==> config.mk <==
export PLATFORM = sky130hd
export DESIGN_NAME = wlan_descramble_fcs_check_flat
export DESIGN_NICKNAME = d
export VERILOG_FILES = /design/src/sv/wdfc_pkg.sv /design/src/sv/wdfc_if.sv /design/src/sv/wdfc_bit_step.sv /design/src/sv/wlan_descramble_fcs_check.sv /design/src/flat_wrapper.sv
export SDC_FILE = /design/constraint.sdc
export NUM_CORES = 1
export LEC_CHECK = 0
export ABC_CLOCK_PERIOD_IN_PS = 2800
export BUFFER_PORTS_ARGS = -buffer_cell sky130_fd_sc_hd__buf_2
export CORE_MARGIN = 2
export CORE_UTILIZATION = 50
export DETAILED_ROUTE_END_ITERATION = 6
export PLACE_DENSITY = 0.67
export SLEW_MARGIN = 30
export SYNTH_ARGS = -nofsm -noshare
export SYNTH_HDL_FRONTEND = slang
export SYNTH_SLANG_ARGS = --single-unit
==> constraint.sdc <==
create_clock -name clock -period 2.8 [get_ports clock]
set_input_delay 0 -clock clock [delete_from_list [all_inputs] [get_ports clock]]
set_output_delay 0 -clock clock [all_outputs]
set_load 0.05 [all_outputs]
==> src/sv/wdfc_pkg.sv <==
// Package: widths, constants and shared types of the descrambler / FCS checker.
package wdfc_pkg;

   localparam int unsigned FRAME_BYTES_W       = 12;
   localparam int unsigned BIT_COUNT_W         = 16;
   localparam int unsigned SCRAM_W             = 7;
   localparam int unsigned CRC_W               = 32;
   localparam int unsigned MAX_FRAME_BYTES_DEF = 4095;

   // Bit positions inside a frame.
   localparam logic [BIT_COUNT_W-1:0] SEED_BITS    = BIT_COUNT_W'(7);
   localparam logic [2:0]             BYTE_LAST_POS = 3'd7;

   localparam logic [CRC_W-1:0] CRC_POLY_REFL = 32'hEDB8_8320;
   localparam logic [CRC_W-1:0] CRC_PRESET    = 32'hFFFF_FFFF;
   // Register value that matches a residue of 0x2144DF1C after final inversion.
   localparam logic [CRC_W-1:0] CRC_GOOD      = ~32'h2144_DF1C;

   typedef struct packed {
      logic                     active;
      logic [SCRAM_W-1:0]       scram;
      logic [BIT_COUNT_W-1:0]   bit_count;
      logic [7:0]               byte_shift;
      logic [CRC_W-1:0]         crc;
      logic [FRAME_BYTES_W-1:0] length_held;
   } frame_state_type;

   typedef struct packed {
      logic                     coded_bit;
      logic                     frame_start;
      logic [FRAME_BYTES_W-1:0] frame_bytes;
   } req_item_type;

   typedef struct packed {
      logic [7:0] data_byte;
      logic       last_byte;
      logic       fcs_ok;
   } rsp_item_type;

   function automatic logic [CRC_W-1:0] crc_step(input logic [CRC_W-1:0] crc,
                                                input logic d);
      logic [CRC_W-1:0] sh;
      sh = crc >> 1;
      return (crc[0] ^ d) ? (sh ^ CRC_POLY_REFL) : sh;
   endfunction

endpackage

==> src/sv/wdfc_if.sv <==
// Interfaces: valid/ready channels for decoded bits and for PSDU bytes.
interface wdfc_req_if import wdfc_pkg::*; ();
   logic                     valid;
   logic                     ready;
   logic                     coded_bit;
   logic                     frame_start;
   logic [FRAME_BYTES_W-1:0] frame_bytes;

   modport source (output valid, output coded_bit, output frame_start,
                   output frame_bytes, input ready);
   modport sink   (input valid, input coded_bit, input frame_start,
                   input frame_bytes, output ready);
endinterface

interface wdfc_rsp_if ();
   logic       valid;
   logic       ready;
   logic [7:0] data_byte;
   logic       last_byte;
   logic       fcs_ok;

   modport source (output valid, output data_byte, output last_byte,
                   output fcs_ok, input ready);
   modport sink   (input valid, input data_byte, input last_byte,
                   input fcs_ok, output ready);
endinterface

==> src/sv/wdfc_bit_step.sv <==
// Per-bit step: frame start, scrambler seed/feedback, byte packing, CRC, last-byte check.
module wdfc_bit_step import wdfc_pkg::*; #(
   parameter int unsigned MAX_FRAME_BYTES = MAX_FRAME_BYTES_DEF
) (
   input  frame_state_type state_cur,
   input  req_item_type    item,
   output frame_state_type state_nxt,
   output logic            emit,
   output rsp_item_type    result
);

   localparam logic [BIT_COUNT_W:0] MAX_LEN = (BIT_COUNT_W+1)'(MAX_FRAME_BYTES);

   always_comb begin
      frame_state_type st;
      logic [BIT_COUNT_W-1:0] i;
      logic fb;
      logic d;
      logic last;

      st     = state_cur;
      emit   = 1'b0;
      result = '0;
      i      = '0;
      fb     = 1'b0;
      d      = 1'b0;
      last   = 1'b0;

      if (item.frame_start) begin
         st.scram       = '0;
         st.bit_count   = '0;
         st.byte_shift  = '0;
         st.crc         = CRC_PRESET;
         st.length_held = item.frame_bytes;
         st.active      = ((BIT_COUNT_W+1)'(item.frame_bytes) <= MAX_LEN);
      end

      if (st.active) begin
         i            = st.bit_count;
         st.bit_count = i + BIT_COUNT_W'(1);
         if (i < SEED_BITS) begin
            // seed: first bit lands in the MSB
            st.scram = st.scram | (SCRAM_W'(item.coded_bit) << (3'd6 - i[2:0]));
         end else begin
            fb       = st.scram[6] ^ st.scram[3];
            d        = fb ^ item.coded_bit;
            st.scram = {st.scram[5:0], fb};
            if (i == SEED_BITS) begin
               // end of service byte
               if (st.length_held == '0) begin
                  st.active = 1'b0;
               end
            end else begin
               st.byte_shift = st.byte_shift | (8'(d) << i[2:0]);
               st.crc        = crc_step(st.crc, d);
               if (i[2:0] == BYTE_LAST_POS) begin
                  // bytes done so far = i >> 3 (service byte excluded by the -1 +1)
                  last             = (i[BIT_COUNT_W-1:3] >=
                                      (BIT_COUNT_W-3)'(st.length_held));
                  emit             = 1'b1;
                  result.data_byte = st.byte_shift;
                  result.last_byte = last;
                  result.fcs_ok    = last && (st.crc == CRC_GOOD);
                  st.byte_shift    = '0;
                  if (last) begin
                     st.active = 1'b0;
                  end
               end
            end
         end
      end

      state_nxt = st;
   end

endmodule

==> src/sv/wlan_descramble_fcs_check.sv <==
// Top level: 802.11 PSDU descrambler with CRC-32 FCS check.
//
//   channel | dir | beat content                            | handshake
//   req_bus | in  | coded_bit, frame_start, frame_bytes     | valid/ready
//   rsp_bus | out | data_byte, last_byte, fcs_ok            | valid/ready
//
// One bit per cycle sustained while rsp_bus is not stalled. A bit is registered
// in the input register on acceptance and processed as it leaves (LFSR step,
// byte pack, one CRC step); a finished byte is registered for rsp_bus.
// Synchronous reset clears frame state to idle with the CRC preset.
// A stalled rsp_bus holds the byte; one further bit waits in the input register,
// then req_bus.ready drops until the byte is taken.
module wlan_descramble_fcs_check import wdfc_pkg::*; #(
   parameter int unsigned MAX_FRAME_BYTES = MAX_FRAME_BYTES_DEF
) (
   input  logic      clock,
   input  logic      reset,
   wdfc_req_if.sink   req_bus,
   wdfc_rsp_if.source rsp_bus
);

   logic            in_valid_ff, in_valid_in;
   req_item_type    in_item_ff,  in_item_in;
   frame_state_type state_ff,    state_in;
   logic            out_valid_ff, out_valid_in;
   rsp_item_type    out_item_ff,  out_item_in;

   frame_state_type state_nxt;
   logic            emit;
   rsp_item_type    result;
   logic            advance;
   logic            req_fire;

   wdfc_bit_step #(
      .MAX_FRAME_BYTES(MAX_FRAME_BYTES)
   ) u_step (
      .state_cur(state_ff),
      .item     (in_item_ff),
      .state_nxt(state_nxt),
      .emit     (emit),
      .result   (result)
   );

   // registered bit may move on when the output register is free or draining
   assign advance         = in_valid_ff && (!out_valid_ff || rsp_bus.ready);
   assign req_bus.ready   = !in_valid_ff || advance;
   assign req_fire        = req_bus.valid && req_bus.ready;

   assign rsp_bus.valid     = out_valid_ff;
   assign rsp_bus.data_byte = out_item_ff.data_byte;
   assign rsp_bus.last_byte = out_item_ff.last_byte;
   assign rsp_bus.fcs_ok    = out_item_ff.fcs_ok;

   always_comb begin
      in_valid_in  = in_valid_ff;
      in_item_in   = in_item_ff;
      state_in     = state_ff;
      out_valid_in = out_valid_ff;
      out_item_in  = out_item_ff;

      if (out_valid_ff && rsp_bus.ready) begin
         out_valid_in = 1'b0;
      end
      if (advance) begin
         in_valid_in = 1'b0;
         state_in    = state_nxt;
         if (emit) begin
            out_valid_in = 1'b1;
            out_item_in  = result;
         end
      end
      if (req_fire) begin
         in_valid_in            = 1'b1;
         in_item_in.coded_bit   = req_bus.coded_bit;
         in_item_in.frame_start = req_bus.frame_start;
         in_item_in.frame_bytes = req_bus.frame_bytes;
      end
   end

   always_ff @(posedge clock) begin
      if (reset) begin
         in_valid_ff           <= 1'b0;
         out_valid_ff          <= 1'b0;
         state_ff.active       <= 1'b0;
         state_ff.scram        <= '0;
         state_ff.bit_count    <= '0;
         state_ff.byte_shift   <= '0;
         state_ff.crc          <= CRC_PRESET;
         state_ff.length_held  <= '0;
      end else begin
         in_valid_ff  <= in_valid_in;
         out_valid_ff <= out_valid_in;
         state_ff     <= state_in;
      end
      in_item_ff  <= in_item_in;
      out_item_ff <= out_item_in;
   end

   assert property (@(posedge clock) disable iff (reset)
      (advance && emit && result.last_byte) |=> !state_ff.active)
      else $error("frame still active after last byte");

   assert property (@(posedge clock) disable iff (reset)
      (advance && emit) |-> (state_ff.bit_count[2:0] == BYTE_LAST_POS || in_item_ff.frame_start))
      else $error("byte emitted off a byte boundary");

   assert property (@(posedge clock) disable iff (reset)
      rsp_bus.valid |-> (!rsp_bus.fcs_ok || rsp_bus.last_byte))
      else $error("fcs_ok set on a byte that is not last");

   assert property (@(posedge clock) disable iff (reset)
      !req_bus.ready |-> (in_valid_ff && out_valid_ff && !rsp_bus.ready))
      else $error("input stalled while pipeline can move");

endmodule
==> src/flat_wrapper.sv <==
// flat-port wrapper written by rule: the top's interface ports become plain ports
module wlan_descramble_fcs_check_flat import wdfc_pkg::*;
#(
   parameter int unsigned MAX_FRAME_BYTES = MAX_FRAME_BYTES_DEF
)
  (clock, reset, req_bus_valid, req_bus_coded_bit, req_bus_frame_start, req_bus_frame_bytes, req_bus_ready, rsp_bus_valid, rsp_bus_data_byte, rsp_bus_last_byte, rsp_bus_fcs_ok, rsp_bus_ready);
  wdfc_req_if req_bus_i ();
  wdfc_rsp_if rsp_bus_i ();
  input  logic clock;
  input  logic reset;
  input wire logic [$bits(req_bus_i.valid)-1:0] req_bus_valid;
  input wire logic [$bits(req_bus_i.coded_bit)-1:0] req_bus_coded_bit;
  input wire logic [$bits(req_bus_i.frame_start)-1:0] req_bus_frame_start;
  input wire logic [$bits(req_bus_i.frame_bytes)-1:0] req_bus_frame_bytes;
  output wire logic [$bits(req_bus_i.ready)-1:0] req_bus_ready;
  output wire logic [$bits(rsp_bus_i.valid)-1:0] rsp_bus_valid;
  output wire logic [$bits(rsp_bus_i.data_byte)-1:0] rsp_bus_data_byte;
  output wire logic [$bits(rsp_bus_i.last_byte)-1:0] rsp_bus_last_byte;
  output wire logic [$bits(rsp_bus_i.fcs_ok)-1:0] rsp_bus_fcs_ok;
  input wire logic [$bits(rsp_bus_i.ready)-1:0] rsp_bus_ready;
  assign req_bus_i.valid = req_bus_valid;
  assign req_bus_i.coded_bit = req_bus_coded_bit;
  assign req_bus_i.frame_start = req_bus_frame_start;
  assign req_bus_i.frame_bytes = req_bus_frame_bytes;
  assign req_bus_ready = req_bus_i.ready;
  assign rsp_bus_valid = rsp_bus_i.valid;
  assign rsp_bus_data_byte = rsp_bus_i.data_byte;
  assign rsp_bus_last_byte = rsp_bus_i.last_byte;
  assign rsp_bus_fcs_ok = rsp_bus_i.fcs_ok;
  assign rsp_bus_i.ready = rsp_bus_ready;
  wlan_descramble_fcs_check #(.MAX_FRAME_BYTES(MAX_FRAME_BYTES)) u_core (.clock(clock), .reset(reset), .req_bus(req_bus_i), .rsp_bus(rsp_bus_i));
endmodule
==> impl_metrics.prom <==
# TYPE chip_impl_metric gauge
chip_impl_info{name="run_status",value="finished, final reports clean"} 1
chip_impl_metric{name="register_clock_pin_slew_on_the_reported_worst_setup_and_hold_paths",unit="ns"} 0.10
chip_impl_metric{name="gp_congestion",unit=""} 0.926
chip_impl_metric{name="drt-total-wl",unit="um"} 11500
chip_impl_metric{name="ys_seq_elements",unit=""} 102
chip_impl_metric{name="firstDrtPassIters",unit=""} 4
chip_impl_metric{name="die-width",unit="um"} 103
chip_impl_info{name="yosysTopAreaCell",value="sky130_fd_sc_hd__dfxtp_1"} 1
chip_impl_metric{name="dp_hpwl",unit="um"} 8110
chip_impl_metric{name="postLayoutCellArea",unit="mm2"} 0.00557
chip_impl_metric{name="clk-insertion-delay-late",unit="ns"} 0.37
chip_impl_metric{name="dieArea",unit="mm2"} 0.0106
chip_impl_metric{name="worst_clock_skew",unit="ns"} 0.0124
chip_impl_metric{name="h-tree-depth",unit=""} 3
chip_impl_metric{name="post-place-cells",unit=""} 688
chip_impl_metric{name="peakVddDrop",unit="uV"} 318
chip_impl_info{name="cp_slowest_cell",value="sky130_fd_sc_hd__edfxtp_1"} 1
chip_impl_metric{name="finalSetupViolations",unit=""} 0
chip_impl_metric{name="worst-path-buf-inv",unit=""} 2
chip_impl_metric{name="grt.overflow.total",unit=""} 0
chip_impl_metric{name="drc_markers",unit=""} 0
chip_impl_metric{name="cts_setup_buffers",unit=""} 0
chip_impl_metric{name="groute.layer.met2.usage",unit=""} 0.374
chip_impl_info{name="path_class",value="register to register"} 1
chip_impl_metric{name="grtUsageMet1",unit=""} 0.317
chip_impl_metric{name="grt.total_usage",unit=""} 0.235
chip_impl_metric{name="antenna_found_initial",unit=""} 0
chip_impl_metric{name="io_buffers",unit=""} 29
chip_impl_metric{name="edff_count_synth",unit=""} 24
chip_impl_metric{name="synthesis.yosys.warnings",unit=""} 0
chip_impl_metric{name="drtIter0Drc",unit=""} 260
chip_impl_metric{name="fillerInstances",unit=""} 884
chip_impl_metric{name="max_stage_delay",unit="ns"} 0.52
chip_impl_info{name="cp_top_delay_family",value="buffers and inverters"} 1
chip_impl_metric{name="post-route-util",unit=""} 0.577
chip_impl_info{name="hold_class",value="primary input to register"} 1
chip_impl_info{name="cp_cell_sequence",value="buf_4, buf_4, mux2i_1, ha_1, a211o_1, o2111ai_1, a21oi_1, o21ai_1, nor4_1"} 1
chip_impl_metric{name="drive_above_1_share",unit=""} 0.116
chip_impl_metric{name="timing.final.hold_violations",unit=""} 0
chip_impl_info{name="clk_tree_root_cell",value="sky130_fd_sc_hd__clkbuf_8"} 1
chip_impl_metric{name="setup_tns",unit="ns"} 0
chip_impl_metric{name="mappedNetlistArea",unit="mm2"} 0.00489
chip_impl_metric{name="asyncSetResetFlopFracSynth",unit=""} 0
chip_impl_info{name="rsz0062_at_grt",value="false"} 1
chip_impl_metric{name="initial_utilization",unit=""} 0.507
chip_impl_metric{name="globalRouteMet3Util",unit=""} 0.0400
chip_impl_metric{name="cts.repair.resized",unit=""} 0
chip_impl_metric{name="final-max-slew-violation-count",unit=""} 0
chip_impl_metric{name="yosys.area.top_type_share",unit=""} 0.319
chip_impl_metric{name="path_depth",unit=""} 9
chip_impl_metric{name="p_leak",unit="nW"} 1.99
chip_impl_metric{name="maximum_number_of_pins_on_one_net_before_global_route_repair",unit=""} 37
chip_impl_metric{name="worstPathRequired",unit="ns"} 2.98
chip_impl_metric{name="cts.hold.buffers_added",unit=""} 15
chip_impl_info{name="dominantRegCellSynth",value="sky130_fd_sc_hd__dfxtp_1"} 1
chip_impl_info{name="post_synth_main_area_contributors",value="sky130_fd_sc_hd__dfxtp_1 32%, sky130_fd_sc_hd__edfxtp_1 15%, sky130_fd_sc_hd__nor2_1 5.5%"} 1
chip_impl_metric{name="viasPerCell",unit=""} 5.69
chip_impl_metric{name="relSlewSlack",unit=""} 0.522
chip_impl_metric{name="max_cap_viol_count",unit=""} 0
chip_impl_metric{name="worstMarginPinSlew",unit="ns"} 0.717
chip_impl_metric{name="seq_area_frac_synth",unit=""} 0.467
chip_impl_metric{name="areaGrowthSynthToFinish",unit="%"} 13.8
chip_impl_metric{name="power.density",unit="mW/mm2"} 503
chip_impl_metric{name="maximum_root_to_sink_buffer_count",unit=""} 2
chip_impl_info{name="setup.worst_path.end_class",value="register"} 1
chip_impl_info{name="critical_path_startpoint_category",value="register"} 1
chip_impl_metric{name="drt-wirelength-per-cell",unit="um"} 16.0
chip_impl_metric{name="final_min_period_over_clock_period",unit=""} 0.916
chip_impl_metric{name="placement.cell_area",unit="mm2"} 0.00521
chip_impl_metric{name="syn-mean-instance-area",unit="um2"} 9.07
chip_impl_metric{name="cts_made_buffers",unit=""} 9
chip_impl_metric{name="antenna-diode-count",unit=""} 0
chip_impl_metric{name="worst_r2r_path_depth",unit=""} 9
chip_impl_info{name="critical_path.most_common_cell",value="sky130_fd_sc_hd__buf_4"} 1
chip_impl_metric{name="clock-sinks",unit=""} 102
chip_impl_metric{name="num_rows",unit=""} 36
chip_impl_metric{name="dieHeight",unit="um"} 103
chip_impl_metric{name="finalNonFillerCells",unit=""} 719
chip_impl_metric{name="synthCells",unit=""} 539
chip_impl_metric{name="wire_length_of_the_first_global_routing_pass",unit="um"} 19300
chip_impl_metric{name="synth.distinct_cells",unit=""} 53
chip_impl_info{name="top_usage_layer",value="met2"} 1
chip_impl_metric{name="synthesis.nets",unit=""} 572
chip_impl_metric{name="floorplan.io_pins",unit=""} 30
chip_impl_metric{name="vias",unit=""} 4091
chip_impl_metric{name="clock_period_minus_final_worst_setup_slack",unit="ns"} 2.56
chip_impl_metric{name="critPathArrivalTime",unit="ns"} 2.75
chip_impl_metric{name="core_area",unit="mm2"} 0.00964
chip_impl_info{name="cts_tree",value="yes"} 1
chip_impl_metric{name="number_of_global_route_vias_before_repair",unit=""} 3983
chip_impl_metric{name="final_antenna_net_count",unit=""} 0
chip_impl_metric{name="timing.hold.worst_path_depth",unit=""} 4
chip_impl_metric{name="critPathMaxFanout",unit=""} 23
chip_impl_metric{name="max_clock_freq",unit="GHz"} 0.390
chip_impl_metric{name="design.final.nets",unit=""} 614
area by class of cell:
cell class | count | area [um2] | area share
Clock buffer | 9 | 124 | 0.0223
Clock inverter | 7 | 80.1 | 0.0144
Inverter | 15 | 56.3 | 0.0101
Multi-Input combinational cell | 389 | 2410 | 0.433
Sequential cell | 102 | 2280 | 0.410
Tap cell | 133 | 166 | 0.0299
Timing Repair Buffer | 64 | 445 | 0.0800
per-layer routing:
| layer | share of wire | vias up | routed length, um |
|---|---|---|---|
| met5 | 0 | - | 0 |
| met3 | 0.042 | 27 | 488 |
| met2 | 0.46 | 109 | 5330 |
| li1 | - | 2023 | - |
| met1 | 0.47 | 1932 | 5390 |
| met4 | 0.027 | 0 | 313 |
cell usage in the layout, fill, tap and decap left out, types with 14 or more instances in the layout:
master,synthesis,final
sky130_fd_sc_hd__o21ai_0,21,19
sky130_fd_sc_hd__buf_2,7,29
sky130_fd_sc_hd__inv_1,15,15
sky130_fd_sc_hd__a21oi_1,25,25
sky130_fd_sc_hd__xnor2_1,14,14
sky130_fd_sc_hd__buf_4,0,20
sky130_fd_sc_hd__edfxtp_1,24,24
sky130_fd_sc_hd__nand2_1,55,55
sky130_fd_sc_hd__nor2_1,71,71
sky130_fd_sc_hd__mux2i_1,15,15
sky130_fd_sc_hd__o22a_1,18,18
sky130_fd_sc_hd__nor2b_1,19,19
sky130_fd_sc_hd__ha_1,15,15
sky130_fd_sc_hd__dfxtp_1,78,78
sky130_fd_sc_hd__dlygate4sd3_1,0,15
sky130_fd_sc_hd__nand3_1,18,18
sequential cells by signal, summed over array words and instances, names as in the netlist:
name and cells:
u_core.rsp_bus.last_byte 1, u_core.in_item_ff 14, u_core.rsp_bus.data_byte 8, u_core.rsp_bus.fcs_ok 1, u_core.state_ff 76, u_core.rsp_bus.valid 1
u_core.in_valid_ff 1
final timing paths:
kind                          from                    end  slack [ns]
max          u_core.in_item_ff[12]  u_core.rsp_bus.fcs_ok        0.24
min                  rsp_bus_ready     u_core.in_valid_ff        0.05
max reg2reg  u_core.in_item_ff[12]  u_core.rsp_bus.fcs_ok        0.24
min reg2reg    u_core.state_ff[50]    u_core.state_ff[50]        0.47
worst register-to-register path, cell delays in order (launching register included):
cell                        delay [ns]
sky130_fd_sc_hd__edfxtp_1         0.52
sky130_fd_sc_hd__buf_4            0.33
sky130_fd_sc_hd__buf_4            0.25
sky130_fd_sc_hd__mux2i_1          0.26
sky130_fd_sc_hd__ha_1             0.20
sky130_fd_sc_hd__a211o_1          0.11
sky130_fd_sc_hd__o2111ai_1        0.11
sky130_fd_sc_hd__a21oi_1          0.16
sky130_fd_sc_hd__o21ai_1          0.13
sky130_fd_sc_hd__nor4_1           0.30
metrics by stage:
stage                     worst slack [ns]  power (mW)  hold WS (ns)
after detailed placement             0.263        1.85         0.178
after global routing                0.0563        2.91        0.0434
after global placement               0.375        1.84         0.177
after CTS                            0.211        2.82        0.0241
final                                0.236        2.80        0.0489
after floorplan                     0.0121        1.78        0.0989
cell usage after synthesis, types with 8 or more instances:
cell type                  count
sky130_fd_sc_hd__dfxtp_1      78
sky130_fd_sc_hd__inv_1        15
sky130_fd_sc_hd__edfxtp_1     24
sky130_fd_sc_hd__a21oi_1      25
sky130_fd_sc_hd__o22ai_1       8
sky130_fd_sc_hd__mux2i_1      15
sky130_fd_sc_hd__nand2_1      55
sky130_fd_sc_hd__a211oi_1     11
sky130_fd_sc_hd__nor3_1        9
sky130_fd_sc_hd__ha_1         15
sky130_fd_sc_hd__o21ai_0      21
sky130_fd_sc_hd__xor2_1       11
sky130_fd_sc_hd__nor2b_1      19
sky130_fd_sc_hd__nand4_1      12
sky130_fd_sc_hd__nor2_1       71
sky130_fd_sc_hd__xnor2_1      14
sky130_fd_sc_hd__or4_1         8
sky130_fd_sc_hd__clkbuf_1     23
sky130_fd_sc_hd__nand3_1      18
sky130_fd_sc_hd__o22a_1       18
cells by family after synthesis:
family	after synthesis	synth area share
buffers and inverters	48	0.0402
xor gates and xnor gates	26	0.0481
AOI/OAI and AO/OA	114	0.158
adders and majority gates	15	0.0384
muxes	16	0.0330
and+or+nand+nor	218	0.215
DFF	102	0.467
where the power goes:
group	internal, mW	switching, mW
sequential	1.54	0.0303
combinational	0.110	0.157
clock	0.426	0.537
total	2.07	0.725
(Power assumes the default switching activity.)
